===== config.mk =====
export PLATFORM = sky130hd
export DESIGN_NAME = mask_password_from_index
export DESIGN_NICKNAME = d
export VERILOG_FILES = /design/src/hw/rtl/mpfi_pkg.sv /design/src/hw/rtl/mask_password_from_index.sv /design/src/hw/rtl/mpfi_serdiv.sv
export SDC_FILE = /design/constraint.sdc
export NUM_CORES = 1
export LEC_CHECK = 0
export BUFFER_PORTS_ARGS = -buffer_cell sky130_fd_sc_hd__buf_2
export CORE_AREA = 2 2 142 214
export CTS_CLUSTER_DIAMETER = 150
export DETAILED_ROUTE_END_ITERATION = 16
export DIE_AREA = 0 0 144 216
export GPL_ROUTABILITY_DRIVEN = 1
export GPL_TIMING_DRIVEN = 0
export HOLD_SLACK_MARGIN = 0.15
export PLACE_DENSITY = 0.41
export SLEW_MARGIN = 20
export SYNTH_ARGS = -nofsm -noshare
export SYNTH_HDL_FRONTEND = slang
export SYNTH_SLANG_ARGS = --single-unit

===== constraint.sdc =====
create_clock -name clk_i -period 7.6 [get_ports clk_i]
set_clock_uncertainty 0.1 [all_clocks]
set_input_delay 0.76 -clock clk_i [delete_from_list [all_inputs] [get_ports clk_i]]
set_output_delay 0.76 -clock clk_i [all_outputs]
set_load 0.02 [all_outputs]

===== src/hw/rtl/mpfi_pkg.sv =====
// ----------------------------------------------------------------------------
// mpfi_pkg
// Shared types, constants and character tables of the password mask generator.
// ----------------------------------------------------------------------------
package mpfi_pkg;

  // Sizes
  localparam int unsigned MAX_LEN   = 16;
  localparam int unsigned LEN_W     = 5;
  localparam int unsigned POS_W     = 4;
  localparam int unsigned IDX_W     = 64;
  localparam int unsigned CNT_W     = 6;
  localparam int unsigned REM_W     = 6;
  localparam int unsigned CHAR_W    = 8;
  localparam int unsigned CFG_IDX_W = 1;
  localparam int unsigned CFG_DAT_W = 32;

  // Register indices
  localparam logic [CFG_IDX_W-1:0] CFG_MASK_LENGTH      = 1'b0;
  localparam logic [CFG_IDX_W-1:0] CFG_POSITION_CLASSES = 1'b1;

  // Character classes
  typedef enum logic [1:0] {
    CLS_ALNUM = 2'd0,
    CLS_DIGIT = 2'd1,
    CLS_LOWER = 2'd2,
    CLS_UPPER = 2'd3
  } mpfi_class_e;

  // Control from the sequencer to the serial divider
  typedef struct packed {
    logic        load;
    logic        start;
    mpfi_class_e cls;
  } mpfi_div_ctrl_t;

  // Status back from the divider
  typedef struct packed {
    logic busy;
    logic done;
  } mpfi_div_sts_t;

  // Radix of a class
  function automatic logic [REM_W:0] class_size(mpfi_class_e cls);
    logic [REM_W:0] sz;
    case (cls)
      CLS_ALNUM: sz = 7'd62;
      CLS_DIGIT: sz = 7'd10;
      default:   sz = 7'd26;
    endcase
    return sz;
  endfunction

  // ASCII code of digit idx within a class
  function automatic logic [CHAR_W-1:0] char_of(mpfi_class_e cls, logic [REM_W-1:0] idx);
    logic [CHAR_W-1:0] i8;
    logic [CHAR_W-1:0] ch;
    i8 = {2'b00, idx};
    case (cls)
      CLS_ALNUM: begin
        if (i8 < 8'd26) begin
          ch = 8'h61 + i8;
        end else if (i8 < 8'd52) begin
          ch = 8'h41 + (i8 - 8'd26);
        end else begin
          ch = 8'h30 + (i8 - 8'd52);
        end
      end
      CLS_DIGIT: ch = 8'h30 + i8;
      CLS_LOWER: ch = 8'h61 + i8;
      default:   ch = 8'h41 + i8;
    endcase
    return ch;
  endfunction

endpackage


===== src/hw/rtl/mask_password_from_index.sv =====
// ----------------------------------------------------------------------------
// mask_password_from_index
// Turns a 64-bit candidate index into one password, one character per result.
// ----------------------------------------------------------------------------
// Usage:
//   Input channel (in_valid_i / in_ready_o) takes one candidate index per
//   request. Output channel (out_valid_o / out_ready_i) returns one character
//   per password position, last position first; last_o marks position 0.
//   Configuration is written through cfg_we_i / cfg_idx_i / cfg_data_i:
//   index 0 is the mask length, index 1 the two-bit class of each position.
//   Each position is one pass of a bit-serial divider over the 64-bit
//   running index, after which the digit is handed to the output register.
//   in_ready_o rises once the last character sits in the output register,
//   so the next index starts while that one waits.
//   When the receiver stalls, the finished digit waits in the divider and the
//   next pass starts as soon as the output register is taken.
//   Reset clears the sequencer and the output register; the mask length
//   returns to one position and all positions to the alphanumeric class.
// ----------------------------------------------------------------------------
module mask_password_from_index (
  input  logic        clk_i,
  input  logic        rst_ni,
  input  logic        cfg_we_i,
  input  logic [0:0]  cfg_idx_i,
  input  logic [31:0] cfg_data_i,
  input  logic        in_valid_i,
  output logic        in_ready_o,
  input  logic [63:0] candidate_index_i,
  output logic        out_valid_o,
  input  logic        out_ready_i,
  output logic [7:0]  character_o,
  output logic [3:0]  position_o,
  output logic        last_o
);
  import mpfi_pkg::*;

  typedef enum logic [1:0] {
    ST_IDLE,
    ST_DIV,
    ST_HOLD
  } state_e;

  state_e               state_q;
  logic [LEN_W-1:0]     mask_len_q;
  logic [CFG_DAT_W-1:0] classes_q;
  logic [POS_W-1:0]     pos_q;
  logic                 out_valid_q;
  logic [CHAR_W-1:0]    char_q;
  logic [POS_W-1:0]     out_pos_q;
  logic                 last_q;

  logic [LEN_W-1:0]     len_eff;
  logic [POS_W-1:0]     pos_first;
  logic [POS_W-1:0]     pos_next;
  mpfi_class_e          cls_cur;
  mpfi_class_e          cls_first;
  mpfi_class_e          cls_next;
  logic                 in_req;
  logic                 digit_ready;
  logic                 out_free;
  logic                 emit;
  mpfi_div_ctrl_t       div_ctrl;
  mpfi_div_sts_t        div_sts;
  logic [REM_W-1:0]     div_rem;

  // Saturate the mask length to 1..MAX_LEN
  always_comb begin
    len_eff = mask_len_q;
    if (mask_len_q == '0) begin
      len_eff = LEN_W'(1);
    end else if (mask_len_q > LEN_W'(MAX_LEN)) begin
      len_eff = LEN_W'(MAX_LEN);
    end
  end

  assign pos_first = POS_W'(len_eff - LEN_W'(1));
  assign pos_next  = pos_q - POS_W'(1);
  assign cls_cur   = mpfi_class_e'(classes_q[2*pos_q +: 2]);
  assign cls_first = mpfi_class_e'(classes_q[2*pos_first +: 2]);
  assign cls_next  = mpfi_class_e'(classes_q[2*pos_next +: 2]);

  // Handshake and digit hand-over
  assign in_ready_o  = (state_q == ST_IDLE);
  assign in_req      = in_valid_i && in_ready_o;
  assign digit_ready = ((state_q == ST_DIV) && div_sts.done) || (state_q == ST_HOLD);
  assign out_free    = !out_valid_q || out_ready_i;
  assign emit        = digit_ready && out_free;

  // Divider control
  always_comb begin
    div_ctrl.load  = in_req;
    div_ctrl.start = 1'b0;
    div_ctrl.cls   = cls_first;
    if (in_req) begin
      div_ctrl.start = 1'b1;
    end else if (emit && (pos_q != '0)) begin
      div_ctrl.start = 1'b1;
      div_ctrl.cls   = cls_next;
    end
  end

  mpfi_serdiv u_serdiv (
    .clk_i      (clk_i),
    .rst_ni     (rst_ni),
    .ctrl_i     (div_ctrl),
    .dividend_i (candidate_index_i),
    .sts_o      (div_sts),
    .rem_o      (div_rem)
  );

  // Configuration registers
  always_ff @(posedge clk_i or negedge rst_ni) begin
    if (!rst_ni) begin
      mask_len_q <= LEN_W'(1);
      classes_q  <= '0;
    end else if (cfg_we_i) begin
      unique case (cfg_idx_i)
        CFG_MASK_LENGTH:      mask_len_q <= cfg_data_i[LEN_W-1:0];
        CFG_POSITION_CLASSES: classes_q  <= cfg_data_i;
        default:              ;
      endcase
    end
  end

  // Sequencer and output register
  always_ff @(posedge clk_i or negedge rst_ni) begin
    if (!rst_ni) begin
      state_q     <= ST_IDLE;
      pos_q       <= '0;
      out_valid_q <= 1'b0;
    end else begin
      // a new character enters the register, else a taken character empties it
      if (emit) begin
        out_valid_q <= 1'b1;
      end else if (out_ready_i) begin
        out_valid_q <= 1'b0;
      end
      unique case (state_q)
        ST_IDLE: begin
          if (in_req) begin
            pos_q   <= pos_first;
            state_q <= ST_DIV;
          end
        end
        ST_DIV, ST_HOLD: begin
          if (emit) begin
            if (pos_q == '0) begin
              state_q <= ST_IDLE;
            end else begin
              pos_q   <= pos_next;
              state_q <= ST_DIV;
            end
          end else if (digit_ready) begin
            state_q <= ST_HOLD;
          end
        end
        default: state_q <= ST_IDLE;
      endcase
    end
  end

  // Result payload
  always_ff @(posedge clk_i) begin
    if (emit) begin
      char_q    <= char_of(cls_cur, div_rem);
      out_pos_q <= pos_q;
      last_q    <= (pos_q == '0);
    end
  end

  assign out_valid_o = out_valid_q;
  assign character_o = char_q;
  assign position_o  = out_pos_q;
  assign last_o      = last_q;

endmodule


===== src/hw/rtl/mpfi_serdiv.sv =====
// ----------------------------------------------------------------------------
// mpfi_serdiv
// Bit-serial restoring divider of the 64-bit running index by a class radix.
// ----------------------------------------------------------------------------
module mpfi_serdiv (
  input  logic                    clk_i,
  input  logic                    rst_ni,
  input  mpfi_pkg::mpfi_div_ctrl_t ctrl_i,
  input  logic [63:0]             dividend_i,
  output mpfi_pkg::mpfi_div_sts_t  sts_o,
  output logic [5:0]              rem_o
);
  import mpfi_pkg::*;

  logic [IDX_W-1:0] val_q, val_d;
  logic [REM_W-1:0] rem_q, rem_d;
  logic [CNT_W-1:0] cnt_q, cnt_d;
  logic             busy_q, busy_d;
  logic             done_q, done_d;
  mpfi_class_e      cls_q, cls_d;

  logic [REM_W:0]   trial;
  logic [REM_W:0]   size;
  logic             ge;
  logic [REM_W:0]   diff;

  // One quotient bit per cycle: bring down the top bit of the running value
  assign size  = class_size(cls_q);
  assign trial = {rem_q, val_q[IDX_W-1]};
  assign ge    = (trial >= size);
  assign diff  = trial - size;

  always_comb begin
    val_d  = val_q;
    rem_d  = rem_q;
    cnt_d  = cnt_q;
    busy_d = busy_q;
    done_d = 1'b0;
    cls_d  = cls_q;
    if (busy_q) begin
      val_d = {val_q[IDX_W-2:0], ge};
      rem_d = ge ? diff[REM_W-1:0] : trial[REM_W-1:0];
      cnt_d = cnt_q + CNT_W'(1);
      if (cnt_q == {CNT_W{1'b1}}) begin
        busy_d = 1'b0;
        done_d = 1'b1;
      end
    end
    // new index enters the shift register
    if (ctrl_i.load) begin
      val_d = dividend_i;
    end
    // next digit: quotient of the last pass is already in place
    if (ctrl_i.start) begin
      rem_d  = '0;
      cnt_d  = '0;
      busy_d = 1'b1;
      cls_d  = ctrl_i.cls;
    end
  end

  always_ff @(posedge clk_i or negedge rst_ni) begin
    if (!rst_ni) begin
      busy_q <= 1'b0;
      done_q <= 1'b0;
      cnt_q  <= '0;
    end else begin
      busy_q <= busy_d;
      done_q <= done_d;
      cnt_q  <= cnt_d;
    end
  end

  // Datapath
  always_ff @(posedge clk_i) begin
    val_q <= val_d;
    rem_q <= rem_d;
    cls_q <= cls_d;
  end

  assign sts_o.busy = busy_q;
  assign sts_o.done = done_q;
  assign rem_o      = rem_q;

endmodule


==> Yosys cells after proc, flatten, opt, wreduce, memory -nomap -nowiden <==
Cells that the tools add are included.
{ "word_totals": {"regBits": 137, "in_bits": 102, "output_inout_bits": 15, "elab_cells": 95} }
{ "op_classes": {"add_sub_neg": 11, "n_lt_le_gt_ge": 4, "n_eq_ne": 10, "shifts": 3, "mux": 30, "bitwise": 1, "n_reduce_logical": 22} }
{ "ops": {"columns": ["cell", "n"], "rows": [
  ["64-bit 2-to-1 mux", 2],
  ["32-bit by 6-bit indexed part select with 2-bit output", 3],
  ["8-bit one-hot mux with 3 select lines", 1],
  ["4-bit 2-to-1 mux", 5],
  ["6-bit 2-to-1 mux", 3],
  ["7-bit by 6-bit adder with 8-bit output (first input constant)", 2],
  ["8-bit 2-to-1 mux", 2],
  ["6-bit one-hot mux with 2 select lines", 1],
  ["1-bit 2-to-1 mux", 9],
  ["7-bit by 7-bit adder with 8-bit output (first input constant)", 1],
  ["7-bit by 8-bit adder with 8-bit output (first input constant)", 1],
  ["2-bit 2-to-1 mux", 4],
  ["4-bit one-hot mux with 2 select lines", 1],
  ["2-bit nonzero test", 4],
  ["4-bit by 1-bit subtractor with 4-bit output (second input constant)", 2],
  ["6-bit by 6-bit adder with 7-bit output (first input constant)", 1],
  ["7-bit by 6-bit greater-or-equal comparator with 1-bit output", 1],
  ["6-bit by 5-bit subtractor with 7-bit output (second input constant)", 1],
  ["6-bit by 6-bit subtractor with 7-bit output (second input constant)", 1],
  ["6-bit by 1-bit adder with 6-bit output (second input constant)", 1],
  ["2-bit by 1-bit equality test with 1-bit output (second input constant)", 3],
  ["6-bit equality test (second input constant)", 1],
  ["2-bit logical NOT", 3],
  ["6-bit by 5-bit < comparator with 1-bit output (second input constant)", 1],
  ["19 further kinds", 27]
]} }

==> Logic depth before layout (Yosys ltp) <==
{ "logic_depth": {"word_depth": 8, "depth_mapped": 9, "ltp_nobuf": 9} }

==> Modules after synthesis <==
Synthesis repeated with hierarchy kept, for this count alone.
{ "unflattened": {"cells_unflattened": 539, "area_unflattened_um2": 7402.1} }
{ "by_module_without_submodules": {"columns": ["module", "n_inst", "cells_per_inst", "area_per_inst_um2", "seq_area_each_um2"], "rows": [
  ["mask_password_from_index", 1, 312, 3812.4, 1492.7],
  ["mpfi_serdiv", 1, 227, 3589.7, 2302.2]
]} }

==> Worst setup path after synthesis <==
No wires, ideal clock.
{ "synth_path": {"kind": "register to register", "from": "register state_q[0]", "to": "register u_serdiv.rem_q[4] (netlist: u_serdiv.rem_o[4])", "setup_ns": 0.118, "t_arrival_ns": 3.051, "required_ns": 7.382, "slack_ns": 4.330, "path_stages_with_launch": 7, "n_path_buf": 0, "period_less_slack_ns": 3.270, "path_cell_list": "dfrtp_1 inv_1 ha_1 nand2_1 nand2b_1 nor2_1 a32o_1"} }
{ "synth_via": {"word_cells_on_any_way": 10, "classes_between": "2 x eq/ne; 2 x mux; 6 x reduce/logical"} }
{ "synth_rtl": {"columns": ["item", "line", "rtl"], "rows": [
  ["start: declaration", "mask_password_from_index.sv:43", "state_e state_q;"],
  ["start signal: assignment", "mask_password_from_index.sv:128", "state_q <= ST_IDLE;"],
  ["start signal: assignment", "mask_password_from_index.sv:142", "state_q <= ST_DIV;"],
  ["start signal: assignment", "mask_password_from_index.sv:148", "state_q <= ST_IDLE;"],
  ["2-bit logical NOT", "mask_password_from_index.sv:83", "assign in_ready_o = (state_q == ST_IDLE);"],
  ["named net in_ready_o", "mask_password_from_index.sv:27", "output logic in_ready_o,"],
  ["1-bit logical AND", "mask_password_from_index.sv:84", "assign in_req = in_valid_i && in_ready_o;"],
  ["1-bit 2-to-1 mux", "mask_password_from_index.sv:94", "if (in_req) begin"],
  ["end signal: assignment", "mpfi_serdiv.sv:77", "rem_q <= rem_d;"],
  ["end: declaration", "mpfi_serdiv.sv:16", "logic [REM_W-1:0] rem_q, rem_d;"]
]} }
The timed path passes the listed nets, and every way through them passes these cells.
A chain may end at the register's enable or synchronous reset.

==> flow_metrics.py <==
metrics = {
    "status": {
        "status": "complete, no violations",
    },
    "yosys": {
        "ys_top_cells_by_area": "edfxtp_1, dfrtp_1, mux2_2, mux4_2, ha_1",
        "synth_edf_count": 79,
        "ys_ff_latch": 137,
        "synthMostInstantiatedCell": "mux2_2",
        "synth-async-reset-ratio_pct": 38.0,
        "synth.largest_area_cell": "edfxtp_1",
        "yosys_warnings": 0,
        "ys_types": 57,
        "synth_area_sq_mm": 0.00722,
        "synth_top_area_share_pct": 32.8,
        "synth_common_cells": "mux2_2, edfxtp_1, dfrtp_1, nand2_1, nor2_1",
        "synthCells": 522,
        "syn_area_per_cell_sq_um": 13.8,
        "yosysSeqAreaShare_pct": 52.5,
        "synth_nets": 647,
        "synth_top_flop_cell": "edfxtp_1",
    },
    "cells_and_area": {
        "area_delta_synth_final_pct": 23.3,
        "nNetsFinal": 783,
        "diodes": 0,
        "drive_gt1_share_pct": 44.1,
        "final_cell_area_sq_mm": 0.00891,
        "final_cells": 1066,
        "n_fill_cell": 2991,
    },
    "worst_setup_path": {
        "rrSetupSlack_ns": 4.65,
        "path_max_fanout": 10,
        "worstPathArrival_ns": 3.04,
        "rr_endpoint": "u_serdiv.cls_q[1]",
        "end_kind": "register",
        "path_class": "register to register",
        "worst-r2r-cell-count": 8,
        "cp_common_cell": "mux4_2",
        "slowest_delay_ns": 0.53,
        "crit_path_start_kind": "register",
        "worstPathRequired_ns": 7.68,
        "r2r_start": "pos_q[1]",
        "path_cells": "buf_6, inv_1, ha_1, buf_1, mux4_2, mux4_2, nand2_1, o21ai_1",
        "cpMaxStageDelayCell": "dfrtp_1",
    },
    "place": {
        "gp_congestion": 0.808,
        "dp.cells": 1034,
        "place_area_sq_mm": 0.00833,
        "dp_hpwl_mm": 13.7,
        "io_buffers": 116,
    },
    "routing": {
        "antenna_left": 0,
        "wl_per_cell_um": 16.9,
        "drtIter0Drc": 172,
        "route.vias.total": 4797,
        "finalWirelength_mm": 18.0,
        "viasPerCell": 4.50,
        "dr.pass1.iters": 4,
        "drc": 0,
    },
    "pwr": {
        "pwr-share-seq_pct": 36.3,
        "p_sw_mw": 1.17,
        "power_leakage_nw": 3.59,
        "power_frac_clock_pct": 23.7,
        "power_density_mw_per_mm2": 390,
        "p_int_mw": 2.30,
        "max-vdd-ir-drop_mv": 0.168,
        "switching_share_pct": 33.8,
        "power_mw": 3.47,
        "combPwrFrac_pct": 39.9,
    },
    "cts": {
        "cts_tree": "done",
        "htreeDepth": 4,
        "cts_root_buf": "clkbuf_16",
        "clock_latency_ns": 0.44,
        "cts_num_sinks": 137,
        "post-cts-setup-buffers": 0,
        "clk_path_buf_depth": 2,
        "cts_resized": 0,
        "cts_made_buffers": 17,
        "hold_buffers": 0,
        "clkSlewWorstSetupHoldPaths_ns": 0.06,
    },
    "grt": {
        "grt_pass1_wl_mm": 28.5,
        "overflow": 0,
        "grt_pass1_vias": 5197,
        "grt_max_degree": 53,
        "antenna_found_initial": 0,
        "grt_use_total_pct": 12.1,
    },
    "die": {
        "start_util_pct": 24.7,
        "io_pins": 117,
        "coreArea_sq_mm": 0.0292,
        "die_w_um": 144,
        "die_h_um": 216,
        "rows": 77,
        "dieArea_sq_mm": 0.0311,
    },
    "timing": {
        "worst_slew_pin_slew_ns": 0.875,
        "max_freq_mhz": 339,
        "min_period_over_period_pct": 38.9,
        "drv_slew": 0,
        "final-hold-violation-count": 0,
        "period_needed_ns": 2.95,
        "slew_headroom_pct": 41.3,
        "fin_hold_ws_ns": 0.271,
        "setup-tns-final_ns": 0,
        "setup_viol": 0,
        "rsz0062_at_grt": "no",
    },
    "flow_run": {
        "max-cap-violations": 0,
    },
    "min_path": {
        "hold_class": "input pin to asynchronous set/reset pin",
    },
}
[critical path, delay by kind of cell (launching register included)]
kind | cells | cell delay (ns)
buf+inv | 3 | 0.75
mux | 2 | 0.92
compound gates | 1 | 0.06
fa+ha+maj | 1 | 0.26
flops | 1 | 0.53
simple gates | 1 | 0.07
[state kept, by name, indices dropped and copies added, names as in the netlist]
register	count
last_o	1
state_q	2
out_valid_o	1
u_serdiv.busy_q	1
position_o	4
classes_q	32
character_o	8
pos_q	4
u_serdiv.done_q	1
u_serdiv.rem_o	6
u_serdiv.cls_q	2
mask_len_q	5
u_serdiv.cnt_q	6
u_serdiv.val_q	64
[final cells by class]
| type | instances | area, sq um | area share, % |
|---|---|---|---|
| plain buffers | 24 | 115 | 1.29 |
| clock buffers | 20 | 437 | 4.90 |
| clock inverters | 12 | 143 | 1.60 |
| inverters | 14 | 52.6 | 0.590 |
| multi-input cells | 347 | 3270 | 36.7 |
| flip-flops and latches | 137 | 3790 | 42.6 |
| well taps | 395 | 494 | 5.55 |
| repair buffers | 117 | 603 | 6.77 |
[how the worst max path moves through the flow]
stage | start | slack [ns] | cells past startpoint | endpoint
finish | pos_q[1] | 4.65 | 8 | u_serdiv.cls_q[1]
global route | mask_len_q[1] | 4.43 | 9 | u_serdiv.cls_q[0]
CTS | pos_q[1] | 4.59 | 8 | u_serdiv.cls_q[0]
detailed placement | pos_q[1] | 4.60 | 8 | u_serdiv.cls_q[1]
global placement | in_valid_i | 3.29 | 5 | u_serdiv.rem_o[4]
floorplan | state_q[0] | 4.33 | 6 | u_serdiv.rem_o[4]
[per-layer routing]
metal / vias up / GRT usage (%) / wire [um]
met1: 2404 / 13.0 / 6930
met3: 22 / 3.08 / 849
li1: 2247 / - / -
met4: 0 / 5.16 / 452
met5: - / 0 / 0
met2: 124 / 22.2 / 9820
[cells by family (layout without fill, tap and decap cells)]
family / count (synthesis) / in the layout / synth area share (%)
AND/OR/NAND/NOR: 87 / 87 / 5.70
multiplexers: 146 / 146 / 26.4
buffers and inverters: 38 / 187 / 2.32
AO/OA/AOI/OAI: 72 / 72 / 6.70
adder cells (fa/ha/maj): 23 / 23 / 4.09
XOR/XNOR: 19 / 19 / 2.30
flip-flops: 137 / 137 / 52.5
[per-stage QoR]
stage                     setup WS [ns]  util, %
after floorplan                    4.33        -
after detailed placement           4.60     28.5
after global placement             3.29     28.4
final                              4.65     30.5
after CTS                          4.59     30.5
after global routing               4.43     30.5
[power groups by stage]
stage	logic (mW)	registers [mW]	clock network, mW
6_report	1.39	1.26	0.824
5_1_grt	1.53	1.30	0.883
4_1_cts	1.40	1.27	0.856
3_5_place_dp	1.39	1.28	0
3_3_place_gp	1.37	1.27	0
2_1_floorplan	1.08	1.22	0
[cells in the final DEF (no fill, tap or decap), types with 7 or more instances in the layout]
cell       instances
mux2_2           107
nand2_1           27
o21ai_0            9
edfxtp_1          79
clkbuf_1          13
dfrtp_1           51
xor2_1             7
ha_1              22
xnor2_1           12
buf_2            122
inv_1             10
nor2_1            27
o21ai_1           10
clkbuf_16         17
mux4_2            22
mux2i_1           14
a21oi_1           15
Note: power is estimated with default switching activity, not from simulation.
